--- src/sv/rcss_pkg.sv ---
`timescale 1ns / 1ps
// Shared types, constants and distribute-point tables for the relay card scan sequencer.
package rcss_pkg;

  localparam int GROUPS         = 9;
  localparam int ROWS_PER_GROUP = 16;
  localparam int MAX_RES        = 3;
  localparam int QDEPTH         = 4;
  localparam int QPTR_W         = $clog2(QDEPTH);
  localparam int QCNT_W         = $clog2(QDEPTH + 1);
  localparam int CACHE_ROWS     = 4;

  localparam logic [3:0]  TRANSFER_POINT = 4'd9;
  localparam logic [3:0]  NUM_POINTS     = 4'd10;
  localparam logic [15:0] TIMEOUT_WORD   = 16'hFFFF;

  typedef enum logic [2:0] {
    KIND_READ  = 3'd0,
    KIND_WRITE = 3'd1,
    KIND_WORD  = 3'd2,
    KIND_DONE  = 3'd3,
    KIND_WAIT  = 3'd4
  } kind_e;

  typedef enum logic [1:0] {
    REG_POLL_WAIT     = 2'd0,
    REG_DEBOUNCE_WAIT = 2'd1,
    REG_STEP_WAIT     = 2'd2
  } reg_idx_e;

  typedef struct packed {
    logic [7:0] poll_wait_ms;
    logic [7:0] debounce_wait_ms;
    logic [7:0] step_wait_ms;
  } rcss_cfg_t;

  typedef struct packed {
    kind_e       kind;
    logic [3:0]  row;
    logic [5:0]  write_data;
    logic [15:0] card_word;
    logic [3:0]  card_group;
    logic [7:0]  wait_ms;
    logic        last;
  } rcss_res_t;

  // Cache row that holds a distribute point.
  function automatic logic [1:0] dist_row(input logic [3:0] p);
    logic [1:0] r;
    begin
      case (p)
        4'd0, 4'd1, 4'd2, 4'd3, 4'd4: r = 2'd0;
        4'd5, 4'd6, 4'd7, 4'd8, 4'd9: r = 2'd1;
        default:                      r = 2'd0;
      endcase
      return r;
    end
  endfunction

  // Bit position of a distribute point inside its cache row.
  function automatic logic [2:0] dist_col(input logic [3:0] p);
    logic [2:0] c;
    begin
      case (p)
        4'd0, 4'd5: c = 3'd4;
        4'd1, 4'd6: c = 3'd3;
        4'd2, 4'd7: c = 3'd2;
        4'd3, 4'd8: c = 3'd1;
        4'd4:       c = 3'd0;
        4'd9:       c = 3'd5;
        default:    c = 3'd4;
      endcase
      return c;
    end
  endfunction

  function automatic rcss_res_t mk_res(input kind_e k, input logic [3:0] row,
                                       input logic [5:0] wd, input logic [15:0] word,
                                       input logic [3:0] grp, input logic [7:0] wt);
    rcss_res_t r;
    begin
      r.kind       = k;
      r.row        = row;
      r.write_data = wd;
      r.card_word  = word;
      r.card_group = grp;
      r.wait_ms    = wt;
      r.last       = 1'b0;
      return r;
    end
  endfunction

endpackage

--- src/sv/relay_card_scan_sequencer_unit.sv ---
`timescale 1ns / 1ps
// Top level of the relay card scan sequencer: config registers, input register and datapath.
//
//   channel  | direction | handshake                 | payload
//   ---------+-----------+---------------------------+--------------------------------------
//   in       | in        | in_valid_i / in_stall_o   | op_i, read_data_i, timed_out_i
//   out      | out       | out_valid_o / out_stall_i | kind_o, row_o, write_data_o,
//            |           |                           | card_word_o, card_group_o, wait_ms_o,
//            |           |                           | last_o
//   cfg      | in        | cfg_valid_i / cfg_ready_o | cfg_index_i, cfg_data_i
//
// An item is held in the input register, then the state machine steps on it and
// drops its 0 to 3 results into a four-entry result queue. Items enter one
// per cycle while the queue has space for three more results; the output drains
// one result per cycle while out_stall_i is low.
// Reset is asynchronous, active low, and leaves the block idle with default waits.
// cfg_ready_o is always high.
module relay_card_scan_sequencer_unit (
  input  logic        clk_i,
  input  logic        rst_ni,
  input  logic        in_valid_i,
  output logic        in_stall_o,
  input  logic        op_i,
  input  logic [9:0]  read_data_i,
  input  logic        timed_out_i,
  output logic        out_valid_o,
  input  logic        out_stall_i,
  output logic [2:0]  kind_o,
  output logic [3:0]  row_o,
  output logic [5:0]  write_data_o,
  output logic [15:0] card_word_o,
  output logic [3:0]  card_group_o,
  output logic [7:0]  wait_ms_o,
  output logic        last_o,
  input  logic        cfg_valid_i,
  output logic        cfg_ready_o,
  input  logic [1:0]  cfg_index_i,
  input  logic [7:0]  cfg_data_i
);
  import rcss_pkg::*;

  rcss_cfg_t  cfg_q;
  logic       in_vld_q;
  logic       op_q;
  logic [9:0] rd_q;
  logic       to_q;
  logic       load;
  logic       fire;
  logic       room;
  logic [15:0] val;
  rcss_res_t [MAX_RES-1:0] res;
  logic [1:0] res_n;
  rcss_res_t  head;

  assign cfg_ready_o = 1'b1;
  assign fire        = in_vld_q && room;
  assign in_stall_o  = in_vld_q && !room;
  assign load        = in_valid_i && !in_stall_o;
  assign val         = to_q ? TIMEOUT_WORD : {6'd0, rd_q};

  always_ff @(posedge clk_i or negedge rst_ni) begin
    if (!rst_ni) begin
      cfg_q.poll_wait_ms     <= 8'd100;
      cfg_q.debounce_wait_ms <= 8'd64;
      cfg_q.step_wait_ms     <= 8'd32;
      in_vld_q               <= 1'b0;
    end else begin
      if (cfg_valid_i && cfg_ready_o) begin
        case (cfg_index_i)
          REG_POLL_WAIT:     cfg_q.poll_wait_ms     <= cfg_data_i;
          REG_DEBOUNCE_WAIT: cfg_q.debounce_wait_ms <= cfg_data_i;
          REG_STEP_WAIT:     cfg_q.step_wait_ms     <= cfg_data_i;
          default:           ;
        endcase
      end
      if (load) begin
        in_vld_q <= 1'b1;
      end else if (fire) begin
        in_vld_q <= 1'b0;
      end
    end
  end

  always_ff @(posedge clk_i) begin
    if (load) begin
      op_q <= op_i;
      rd_q <= read_data_i;
      to_q <= timed_out_i;
    end
  end

  rcss_seq u_seq (
    .clk_i   (clk_i),
    .rst_ni  (rst_ni),
    .fire_i  (fire),
    .op_i    (op_q),
    .val_i   (val),
    .cfg_i   (cfg_q),
    .res_o   (res),
    .res_n_o (res_n)
  );

  rcss_out_queue u_queue (
    .clk_i       (clk_i),
    .rst_ni      (rst_ni),
    .res_i       (res),
    .res_n_i     (res_n),
    .room_o      (room),
    .out_valid_o (out_valid_o),
    .out_stall_i (out_stall_i),
    .head_o      (head)
  );

  assign kind_o       = head.kind;
  assign row_o        = head.row;
  assign write_data_o = head.write_data;
  assign card_word_o  = head.card_word;
  assign card_group_o = head.card_group;
  assign wait_ms_o    = head.wait_ms;
  assign last_o       = head.last;

endmodule

--- src/sv/rcss_seq.sv ---
`timescale 1ns / 1ps
// Scan state machine: turns one registered item into up to three results per cycle.
module rcss_seq (
  input  logic                                 clk_i,
  input  logic                                 rst_ni,
  input  logic                                 fire_i,
  input  logic                                 op_i,
  input  logic [15:0]                          val_i,
  input  rcss_pkg::rcss_cfg_t                  cfg_i,
  output rcss_pkg::rcss_res_t [rcss_pkg::MAX_RES-1:0] res_o,
  output logic [1:0]                           res_n_o
);
  import rcss_pkg::*;

  typedef enum logic [2:0] {
    PH_IDLE     = 3'd0,
    PH_DEBOUNCE = 3'd1,
    PH_SET      = 3'd2,
    PH_READ     = 3'd3,
    PH_TRANSMIT = 3'd4,
    PH_RELEASE  = 3'd5
  } phase_e;

  phase_e     phase_q, phase_d;
  logic [3:0] grp_q, grp_d;
  logic [4:0] rc_q, rc_d;
  logic       aw_q, aw_d;
  logic       conf_q, conf_d;
  logic [5:0] cache_q [CACHE_ROWS];

  logic       cache_we;
  logic [3:0] pt_raw, pt;
  logic       pt_val;
  logic [1:0] wr_row;
  logic [2:0] wr_col;
  logic [5:0] wr_data;
  logic [4:0] rc_inc;
  logic [1:0] n;
  rcss_res_t  res [MAX_RES];

  // Distribute point touched by this step, and its updated cache row.
  always_comb begin
    pt_raw  = (phase_q == PH_TRANSMIT || phase_q == PH_RELEASE) ? TRANSFER_POINT : grp_q;
    pt      = (pt_raw < NUM_POINTS) ? pt_raw : 4'd0;
    pt_val  = (phase_q == PH_SET || phase_q == PH_TRANSMIT);
    wr_row  = dist_row(pt);
    wr_col  = dist_col(pt);
    wr_data = (cache_q[wr_row] & ~(6'd1 << wr_col)) | ({5'd0, pt_val} << wr_col);
  end

  assign rc_inc = rc_q + 5'd1;

  always_comb begin
    phase_d  = phase_q;
    grp_d    = grp_q;
    rc_d     = rc_q;
    aw_d     = aw_q;
    conf_d   = conf_q;
    cache_we = 1'b0;
    n        = 2'd0;
    for (int i = 0; i < MAX_RES; i++) begin
      res[i] = mk_res(KIND_READ, 4'd0, 6'd0, 16'd0, 4'd0, 8'd0);
    end

    case (phase_q)
      PH_IDLE: begin
        if (!op_i && !aw_q) begin
          res[0] = mk_res(KIND_READ, 4'd0, 6'd0, 16'd0, 4'd0, 8'd0);
          n      = 2'd1;
          aw_d   = 1'b1;
        end else if (op_i && aw_q) begin
          aw_d = 1'b0;
          n    = 2'd1;
          if (val_i[8] || val_i[9]) begin
            phase_d = PH_DEBOUNCE;
            res[0]  = mk_res(KIND_WAIT, 4'd0, 6'd0, 16'd0, 4'd0, cfg_i.debounce_wait_ms);
          end else begin
            res[0]  = mk_res(KIND_WAIT, 4'd0, 6'd0, 16'd0, 4'd0, cfg_i.poll_wait_ms);
          end
        end
      end
      PH_DEBOUNCE: begin
        if (!op_i && !aw_q) begin
          res[0] = mk_res(KIND_READ, 4'd0, 6'd0, 16'd0, 4'd0, 8'd0);
          n      = 2'd1;
          aw_d   = 1'b1;
          conf_d = 1'b0;
        end else if (op_i && aw_q) begin
          n = 2'd1;
          if (!conf_q && val_i[9]) begin
            aw_d    = 1'b0;
            phase_d = PH_SET;
            grp_d   = 4'(GROUPS - 1);
            res[0]  = mk_res(KIND_WAIT, 4'd0, 6'd0, 16'd0, 4'd0, cfg_i.poll_wait_ms);
          end else if (!conf_q) begin
            conf_d = 1'b1;
            res[0] = mk_res(KIND_READ, 4'd0, 6'd0, 16'd0, 4'd0, 8'd0);
          end else begin
            aw_d   = 1'b0;
            conf_d = 1'b0;
            if (val_i[8]) begin
              phase_d = PH_SET;
              grp_d   = 4'(GROUPS - 1);
            end else begin
              phase_d = PH_IDLE;
            end
            res[0] = mk_res(KIND_WAIT, 4'd0, 6'd0, 16'd0, 4'd0, cfg_i.poll_wait_ms);
          end
        end
      end
      PH_SET: begin
        if (!op_i && !aw_q) begin
          cache_we = 1'b1;
          res[0]   = mk_res(KIND_WRITE, {2'd0, wr_row}, wr_data, 16'd0, 4'd0, 8'd0);
          res[1]   = mk_res(KIND_WAIT, 4'd0, 6'd0, 16'd0, 4'd0, cfg_i.step_wait_ms);
          n        = 2'd2;
          phase_d  = PH_READ;
        end else if (op_i && aw_q) begin
          aw_d = 1'b0;
        end
      end
      PH_READ: begin
        if (!op_i && !aw_q) begin
          rc_d   = 5'd0;
          res[0] = mk_res(KIND_READ, 4'd0, 6'd0, 16'd0, 4'd0, 8'd0);
          n      = 2'd1;
          aw_d   = 1'b1;
        end else if (op_i && aw_q) begin
          res[0] = mk_res(KIND_WORD, rc_q[3:0], 6'd0, val_i, grp_q, 8'd0);
          if (rc_inc < 5'(ROWS_PER_GROUP)) begin
            rc_d   = rc_inc;
            res[1] = mk_res(KIND_READ, rc_inc[3:0], 6'd0, 16'd0, 4'd0, 8'd0);
            n      = 2'd2;
          end else begin
            // Last row of the group: drop the distribute bit, move on.
            aw_d     = 1'b0;
            rc_d     = 5'd0;
            cache_we = 1'b1;
            res[1]   = mk_res(KIND_WRITE, {2'd0, wr_row}, wr_data, 16'd0, 4'd0, 8'd0);
            res[2]   = mk_res(KIND_WAIT, 4'd0, 6'd0, 16'd0, 4'd0, cfg_i.step_wait_ms);
            n        = 2'd3;
            if (grp_q == 4'd0) begin
              phase_d = PH_TRANSMIT;
            end else begin
              grp_d   = grp_q - 4'd1;
              phase_d = PH_SET;
            end
          end
        end
      end
      PH_TRANSMIT: begin
        if (!op_i && !aw_q) begin
          cache_we = 1'b1;
          res[0]   = mk_res(KIND_WRITE, {2'd0, wr_row}, wr_data, 16'd0, 4'd0, 8'd0);
          res[1]   = mk_res(KIND_DONE, 4'd0, 6'd0, 16'd0, 4'd0, 8'd0);
          res[2]   = mk_res(KIND_WAIT, 4'd0, 6'd0, 16'd0, 4'd0, cfg_i.step_wait_ms);
          n        = 2'd3;
          phase_d  = PH_RELEASE;
        end else if (op_i && aw_q) begin
          aw_d = 1'b0;
        end
      end
      PH_RELEASE: begin
        if (!op_i && !aw_q) begin
          cache_we = 1'b1;
          res[0]   = mk_res(KIND_WRITE, {2'd0, wr_row}, wr_data, 16'd0, 4'd0, 8'd0);
          res[1]   = mk_res(KIND_WAIT, 4'd0, 6'd0, 16'd0, 4'd0, cfg_i.step_wait_ms);
          n        = 2'd2;
          phase_d  = PH_IDLE;
          grp_d    = 4'(GROUPS - 1);
        end else if (op_i && aw_q) begin
          aw_d = 1'b0;
        end
      end
      default: begin
        phase_d = PH_IDLE;
        aw_d    = 1'b0;
      end
    endcase

    for (int i = 0; i < MAX_RES; i++) begin
      res[i].last = (n == 2'(i + 1));
    end
  end

  always_ff @(posedge clk_i or negedge rst_ni) begin
    if (!rst_ni) begin
      phase_q <= PH_IDLE;
      grp_q   <= 4'(GROUPS - 1);
      rc_q    <= 5'd0;
      aw_q    <= 1'b0;
      conf_q  <= 1'b0;
      for (int i = 0; i < CACHE_ROWS; i++) begin
        cache_q[i] <= 6'd0;
      end
    end else if (fire_i) begin
      phase_q <= phase_d;
      grp_q   <= grp_d;
      rc_q    <= rc_d;
      aw_q    <= aw_d;
      conf_q  <= conf_d;
      if (cache_we) begin
        cache_q[wr_row] <= wr_data;
      end
    end
  end

  always_comb begin
    for (int i = 0; i < MAX_RES; i++) begin
      res_o[i] = res[i];
    end
  end

  assign res_n_o = fire_i ? n : 2'd0;

endmodule

--- src/sv/rcss_out_queue.sv ---
`timescale 1ns / 1ps
// Result queue: takes up to three results per cycle and hands out one per cycle while out_stall_i is low.
module rcss_out_queue (
  input  logic                                 clk_i,
  input  logic                                 rst_ni,
  input  rcss_pkg::rcss_res_t [rcss_pkg::MAX_RES-1:0] res_i,
  input  logic [1:0]                           res_n_i,
  output logic                                 room_o,
  output logic                                 out_valid_o,
  input  logic                                 out_stall_i,
  output rcss_pkg::rcss_res_t                  head_o
);
  import rcss_pkg::*;

  rcss_res_t          mem_q [QDEPTH];
  logic [QPTR_W-1:0]  wr_ptr_q, wr_ptr_d;
  logic [QPTR_W-1:0]  rd_ptr_q, rd_ptr_d;
  logic [QCNT_W-1:0]  cnt_q, cnt_d;
  logic [QCNT_W-1:0]  cnt_after_pop;
  logic               pop;

  assign out_valid_o   = (cnt_q != '0);
  assign pop           = out_valid_o && !out_stall_i;
  assign head_o        = mem_q[rd_ptr_q];
  assign cnt_after_pop = cnt_q - QCNT_W'(pop);
  // Take a new item only if a full set of results still fits.
  assign room_o        = (cnt_after_pop <= QCNT_W'(QDEPTH - MAX_RES));

  assign wr_ptr_d = wr_ptr_q + QPTR_W'(res_n_i);
  assign rd_ptr_d = rd_ptr_q + QPTR_W'(pop);
  assign cnt_d    = cnt_after_pop + QCNT_W'(res_n_i);

  always_ff @(posedge clk_i) begin
    for (int i = 0; i < MAX_RES; i++) begin
      if (2'(i) < res_n_i) begin
        mem_q[wr_ptr_q + QPTR_W'(i)] <= res_i[i];
      end
    end
  end

  always_ff @(posedge clk_i or negedge rst_ni) begin
    if (!rst_ni) begin
      wr_ptr_q <= '0;
      rd_ptr_q <= '0;
      cnt_q    <= '0;
    end else begin
      wr_ptr_q <= wr_ptr_d;
      rd_ptr_q <= rd_ptr_d;
      cnt_q    <= cnt_d;
    end
  end

endmodule

--- config.mk ---
export PLATFORM = sky130hd
export DESIGN_NAME = relay_card_scan_sequencer_unit
export DESIGN_NICKNAME = d
export VERILOG_FILES = /design/src/sv/rcss_pkg.sv /design/src/sv/relay_card_scan_sequencer_unit.sv /design/src/sv/rcss_seq.sv /design/src/sv/rcss_out_queue.sv
export SDC_FILE = /design/constraint.sdc
export NUM_CORES = 1
export LEC_CHECK = 0
export BUFFER_PORTS_ARGS = -buffer_cell sky130_fd_sc_hd__buf_2
export CAP_MARGIN = 20
export CORE_MARGIN = 2
export CORE_UTILIZATION = 54
export CTS_BUF_LIST = sky130_fd_sc_hd__clkbuf_2
export DETAILED_ROUTE_END_ITERATION = 10
export GPL_ROUTABILITY_DRIVEN = 0
export MAX_ROUTING_LAYER = met4
export PLACE_DENSITY_LB_ADDON = 0.15
export SLEW_MARGIN = 5
export SYNTH_ARGS = -nofsm -noshare
export SYNTH_HDL_FRONTEND = slang
export SYNTH_SLANG_ARGS = --single-unit
--- constraint.sdc ---
create_clock -name clk_i -period 4 [get_ports clk_i]
set_input_delay 1.2 -clock clk_i [delete_from_list [all_inputs] [get_ports clk_i]]
set_output_delay 1.2 -clock clk_i [all_outputs]
set_load 0.03 [all_outputs]
==> results of run 1 <==
state kept, by name, indices dropped and copies added, names as in the netlist, 2 cells and up:
register and flops:
rd_q 10, u_queue.wr_ptr_q 2, cfg_q 24, u_seq.cache_q 12, u_queue.rd_ptr_q 2, u_queue.cnt_q 3, u_seq.grp_q 4, u_seq.phase_q 3
u_seq.rc_q 4, u_queue.mem_q 148
metrics by stage:
step	setup WS, ps	hold slack [ps]	area (um2)
2_1_floorplan	533	421	10700
3_3_place_gp	318	378	11400
3_5_place_dp	271	384	11400
4_1_cts	37.0	407	12000
5_1_grt	26.9	342	12000
6_report	148	398	12000
power groups by stage:
stage	clock (W)	sequential, W	combinational, W
after floorplan	0	0.00276	0.00238
after global placement	0	0.00302	0.00295
after detailed placement	0	0.00303	0.00298
after CTS	0.00149	0.00298	0.00303
after global routing	0.00160	0.00304	0.00332
final	0.00145	0.00299	0.00307
final timing paths:
path,end,start,slack (ps)
max,in_stall_o,u_queue.cnt_q[2],150
min,u_queue.wr_ptr_q[1],rst_ni,400
max reg2reg,u_queue.cnt_q[1],op_q,720
min reg2reg,u_seq.cache_q[23],u_seq.cache_q[23],400
max in group asynchronous,cfg_q[21],rst_ni,2910
min in group clk_i,u_seq.cache_q[23],u_seq.cache_q[23],400
final cells by class:
| cell class | instances | share of cell area |
|---|---|---|
| clock inverter | 10 | 0.00354 |
| clock buffer | 89 | 0.0371 |
| sequential | 217 | 0.430 |
| antenna | 1 | 0.000208 |
| inverter | 17 | 0.00532 |
| multi-input combinational | 703 | 0.431 |
| tap | 265 | 0.0276 |
| timing repair buffer | 121 | 0.0650 |
cells by family after synthesis:
logic type / share of synthesized area
flops: 0.481
simple gates: 0.148
fa+ha+maj: 0.0147
mux: 0.133
xor+xnor: 0.00724
compound gates: 0.174
other cells: 0.000350
buf+inv: 0.0409
per-layer routing:
| metal | part of all wire | GRT usage | vias up |
|---|---|---|---|
| met2 | 0.48 | 0.451 | 333 |
| met5 | 0 | - | - |
| li1 | - | - | 4009 |
| met4 | 0.025 | 0.0991 | 0 |
| met3 | 0.070 | 0.0540 | 67 |
| met1 | 0.43 | 0.376 | 4265 |
timing repair:
action                                  4_1_cts  5_1_grt
resized for setup                             3        5
buffers inserted                              2        0
endpoints found under the setup margin        1        1
pin swaps                                     1        1
layout by cell type (no fill, tap or decap), types with 10 or more instances in the layout:
cell,netlist,routed
a22o_1,16,16
buf_4,8,48
nand2_1,155,154
nand3_1,58,58
mux2_2,37,37
a22oi_1,19,19
nor3_1,10,10
dfxtp_1,108,108
clkbuf_2,1,89
edfxtp_1,52,52
a21oi_1,84,84
o221ai_1,28,28
nor2_1,49,47
buf_2,31,69
o22ai_1,22,22
mux4_2,37,37
o21ai_0,13,13
inv_1,17,17
mux2i_1,18,18
dfrtp_1,51,48
nand2b_1,10,10
==> impl_metrics.csv, run 1 <==
group,metric,value,unit
synth,synth_seq_area_share,0.481,
final_layout,multi_input_area,0.00518,mm2
clock_network,cts_hold_buf,0,
global_routing,antenna_found_initial,1,
timing,finalMaxSlewViolations,0,
clock_network,numCtsBuffers,54,
synth,synth_async_sr_flop_share,0.263,
routing,drt.antenna.violating_nets,0,
global_routing,grt_pass1_vias,8351,
power,clkPwrFrac,0.193,
power,powerDensity,626,mW/mm2
worst_setup_path,cp_max_fo,3,
final_layout,nets,1153,
global_routing,grt-ovfl-total,0,
final_layout,drive_gt1_frac,0.294,
power,p_seq_frac,0.398,
worst_setup_path,crit_path_start_kind,"flip-flop",
power,p_sw_frac,0.423,
synth,syn_area_per_cell,10.6,um2
floorplanning,die_w,145,um
routing,vias,8674,
placement,dp_hpwl,19300,um
power,vdd_ir_drop_max,626,uV
timing,timing_hold_violations_final,0,
timing,fmaxAchievable,260,MHz
routing,drt_iter0_markers,837,
synth,synthFlopType,"dfxtp_1",
global_routing,grt_use_total,0.287,
min_path,hp-class,"input port to async pin",
synth,synth-seq-cells,217,
synth,synth_top_cell_area_share,0.202,
floorplanning,rows,51,
synth,netlist_top_cells_count,"nand2_1 (155), dfxtp_1 (108), a21oi_1 (84), nand3_1 (58), edfxtp_1 (52)",
power,comb_power_share,0.409,
timing,setup_tns,0,ps
routing,wl_per_cell,20.0,um
final_layout,final_cell_count_no_fill,1423,
synth,synth_cell_types,81,
placement,io_buffers,70,
worst_setup_path,cp_slowest_cell,"dfrtp_2",
floorplanning,pin_count,72,
worst_setup_path,cp_top_family,"simple AND/OR/NAND/NOR gates",
power,p_sw,0.00318,W
synth,synth-edff-count,52,
clock_network,clock_latency,820,ps
clock_network,clk_pin_slew,110,ps
routing,viasPerCell,6.10,
floorplanning,die_h,145,um
worst_setup_path,reg2reg_depth,8,
clock_network,cts_max_level,2,
final_layout,area_growth,12.0,%
routing,drt-total-wl,28500,um
global_routing,grt_max_degree,46,
timing,worstMarginPinSlew,921,ps
clock_network,root_buffer,"clkbuf_2",
final_layout,final_core_util,0.617,
worst_setup_path,crit_type,"flip-flop to primary output",
timing,finalSetupViolations,0,
final_layout,fillers,1698,
clock_network,clock-sinks,217,
worst_setup_path,end_kind,"primary output",
worst_setup_path,path_buf_inv,2,
timing,finalCriticalPeriod,3850,ps
power,p_int,0.00434,W
synth,syn_inst,1014,
synth,syn-num-nets,1053,
floorplanning,dieArea,0.0210,mm2
status,status,"complete, no violations",
clock_network,cts_buffer_depth,3,
worst_setup_path,cp_num_cells,9,
flow_run,drv_cap,0,
worst_setup_path,path_cells,"or3_4 -> nor2b_1 -> ha_2 -> ha_4 -> xnor2_4 -> nand2_1 -> nand2_2 -> inv_1 -> clkbuf_4",
routing,firstDrtPassIters,6,
synth,ys_warn_count,0,
timing,finalCritPeriodShare,0.963,
floorplanning,initial_core_util,0.551,
synth,synth_top_cell_by_area,"dfxtp_1",
worst_setup_path,worstPathArrival,2650,ps
power,leakage,4.71,nW
timing,finClkSkew,54.3,ps
final_layout,final-seq-area,0.00516,mm2
synth,synth.most_common_cell,"nand2_1",
timing,rsz0062_at_grt,"no",
worst_setup_path,slowest_delay,420,ps
power,p_total,0.00752,W
global_routing,grt_pass1_wl,45200,um
timing,relSlewSlack,0.386,
routing,drc,0,
floorplanning,coreArea,0.0195,mm2
placement,placed_cells,1320,
synth,yosys-top-cells-area,"dfxtp_1 (20%), edfxtp_1 (15%), dfrtp_1 (12%)",
clock_network,cts_tree,"done",
synth,syn_area,0.0107,mm2
worst_setup_path,worstPathRequired,2800,ps
(Power assumes the default switching activity.)
==> inputs of run 2 (changes only) <==
--- a/config.mk
+++ b/config.mk
@@ -5,12 +5,12 @@
 export SDC_FILE = /design/constraint.sdc
 export NUM_CORES = 1
 export LEC_CHECK = 0
-export BUFFER_PORTS_ARGS = -buffer_cell sky130_fd_sc_hd__buf_2
 export CAP_MARGIN = 20
 export CORE_MARGIN = 2
 export CORE_UTILIZATION = 54
 export CTS_BUF_LIST = sky130_fd_sc_hd__clkbuf_2
 export DETAILED_ROUTE_END_ITERATION = 10
+export DONT_BUFFER_PORTS = 1
 export GPL_ROUTABILITY_DRIVEN = 0
 export MAX_ROUTING_LAYER = met4
 export PLACE_DENSITY_LB_ADDON = 0.15
==> impl_metrics.csv, run 2 (same netlist as run 1, synthesis figures left out) <==
group,metric,value,unit
timing,finalSetupViolations,0,
final_layout,final_core_util,0.596,
clock_network,cts_buffer_depth,3,
clock_network,clk_pin_slew,110,ps
power,p_total,0.00743,W
routing,drt_iter0_markers,800,
final_layout,largestRegisters,"u_queue.mem_q: 148 flops, cfg_q: 24 flops, u_seq.cache_q: 12 flops",
floorplanning,dieArea,0.0210,mm2
worst_setup_path,cp_top_family,"simple AND/OR/NAND/NOR gates",
clock_network,root_buffer,"clkbuf_2",
global_routing,antenna_found_initial,1,
routing,wl_per_cell,21.5,um
worst_setup_path,path_common_cell,"nand2_1",
routing,drc,0,
final_layout,drive_gt1_frac,0.238,
worst_setup_path,cp_max_fo,3,
final_layout,mostFrequentLayoutCells,"nand2_1 (155), dfxtp_1 (108), clkbuf_2 (85)",
global_routing,grt_use_total,0.291,
routing,vias,8458,
global_routing,grt_pass1_vias,8135,
timing,finalCritPeriodShare,0.957,
worst_setup_path,cp_slowest_cell,"dfrtp_1",
floorplanning,initial_core_util,0.551,
placement,dp_hpwl,19300,um
clock_network,cts_tree,"done",
routing,firstDrtPassIters,7,
worst_setup_path,slowest_delay,400,ps
routing,drt-total-wl,29100,um
timing,worstMarginPinSlew,993,ps
floorplanning,die_w,145,um
power,leakage,4.34,nW
power,vdd_ir_drop_max,485,uV
clock_network,numCtsBuffers,55,
worst_setup_path,worstPathArrival,2630,ps
worst_setup_path,path_cells,"or3_1 -> nor2b_1 -> ha_1 -> ha_2 -> xnor2_4 -> nand2_1 -> nand2_1 -> inv_2",
floorplanning,pin_count,72,
timing,fmaxAchievable,261,MHz
global_routing,grt_max_degree,45,
power,powerDensity,641,mW/mm2
routing,drt.antenna.violating_nets,0,
worst_setup_path,crit_path_start_kind,"flip-flop",
floorplanning,coreArea,0.0195,mm2
final_layout,nets,1080,
worst_setup_path,path_buf_inv,1,
global_routing,grt_pass1_wl,45200,um
timing,finalMaxSlewViolations,0,
flow_run,drv_cap,0,
clock_network,clock-sinks,217,
timing,rsz0062_at_grt,"no",
status,status,"complete, no violations",
timing,relSlewSlack,0.333,
final_layout,largest_reg_flops,148,
routing,viasPerCell,6.26,
floorplanning,rows,51,
clock_network,clock_latency,860,ps
floorplanning,die_h,145,um
clock_network,cts_max_level,2,
worst_setup_path,end_kind,"primary output",
global_routing,grt-ovfl-total,0,
placement,io_buffers,0,
min_path,hp-class,"input port to async pin",
timing,finClkSkew,55.1,ps
timing,timing_hold_violations_final,0,
final_layout,final_common_cell,"nand2_1",
timing,setup_tns,0,ps
final_layout,area_growth,8.14,%
final_layout,top_register,"u_queue.mem_q",
worst_setup_path,crit_type,"flip-flop to primary output",
timing,finalCriticalPeriod,3830,ps
worst_setup_path,worstPathRequired,2800,ps
## run 2: changes by cell type in the layout (fill, tap and decap cells not counted), moves of 2 or more
| cell | delta |
|---|---|
| clkbuf_2 | -4 |
| dlygate4sd3_1 | +2 |
| buf_2 | -69 |
| clkinv_1 | +5 |
| buf_4 | -5 |
| inv_2 | +3 |
## run 2: per-stage QoR
step                setup slack (ps)  instances  hold WS [ps]  instance area [um2]
floorplan                        533       1014           421                10700
global placement                 364       1245           370                11000
detailed placement               301       1245           375                11000
CTS                             81.5       1350          15.4                11600
global route                    59.2       1352          10.1                11600
finish                           171       1352          57.5                11600
## run 2: repair_timing
action / CTS / global route
hold buffers: 1 / 1
endpoints found under the setup margin: 1 / 1
hold endpoints to repair: 14 / 5
gates resized for setup: 2 / 1
buffers inserted: 2 / 0
pin swaps: 1 / 0
## run 2: layer usage
layer,wire length (um),GRT usage,up-vias,share of wire
met4,624,0.0858,0,0.021
met5,0,-,-,0
met1,12300,0.389,4121,0.42
met3,2580,0.0681,66,0.089
li1,-,-,3879,-
met2,13600,0.446,392,0.47
## run 2: layout make-up
type | count | area (um2)
fillers | 1706 | 7870
clock inverters | 17 | 68.8
well taps | 265 | 332
inverters | 17 | 63.8
repair buffers | 47 | 383
clock buffers | 85 | 425
diodes | 1 | 2.50
flip-flops and latches | 217 | 5160
multi-input cells | 703 | 5160
## run 2: worst paths after layout
path / end / cells after the start / slack, ps / from
max: in_stall_o / 8 / 170 / u_queue.cnt_q[1]
min: u_queue.cnt_q[1] / 0 / 60 / rst_ni
max reg2reg: u_queue.mem_q[0][0] / 9 / 620 / u_queue.cnt_q[1]
min reg2reg: u_seq.cache_q[23] / 0 / 400 / u_seq.cache_q[23]
max in group asynchronous: cfg_q[13] / 1 / 2700 / rst_ni
min in group clk_i: u_seq.cache_q[23] / 0 / 400 / u_seq.cache_q[23]
## run 2: where the power goes
group / switching (W) / internal, W / total (W)
clock network: 0.000931 / 0.000569 / 0.00150
logic: 0.00191 / 0.00106 / 0.00297
registers: 0.000360 / 0.00260 / 0.00296
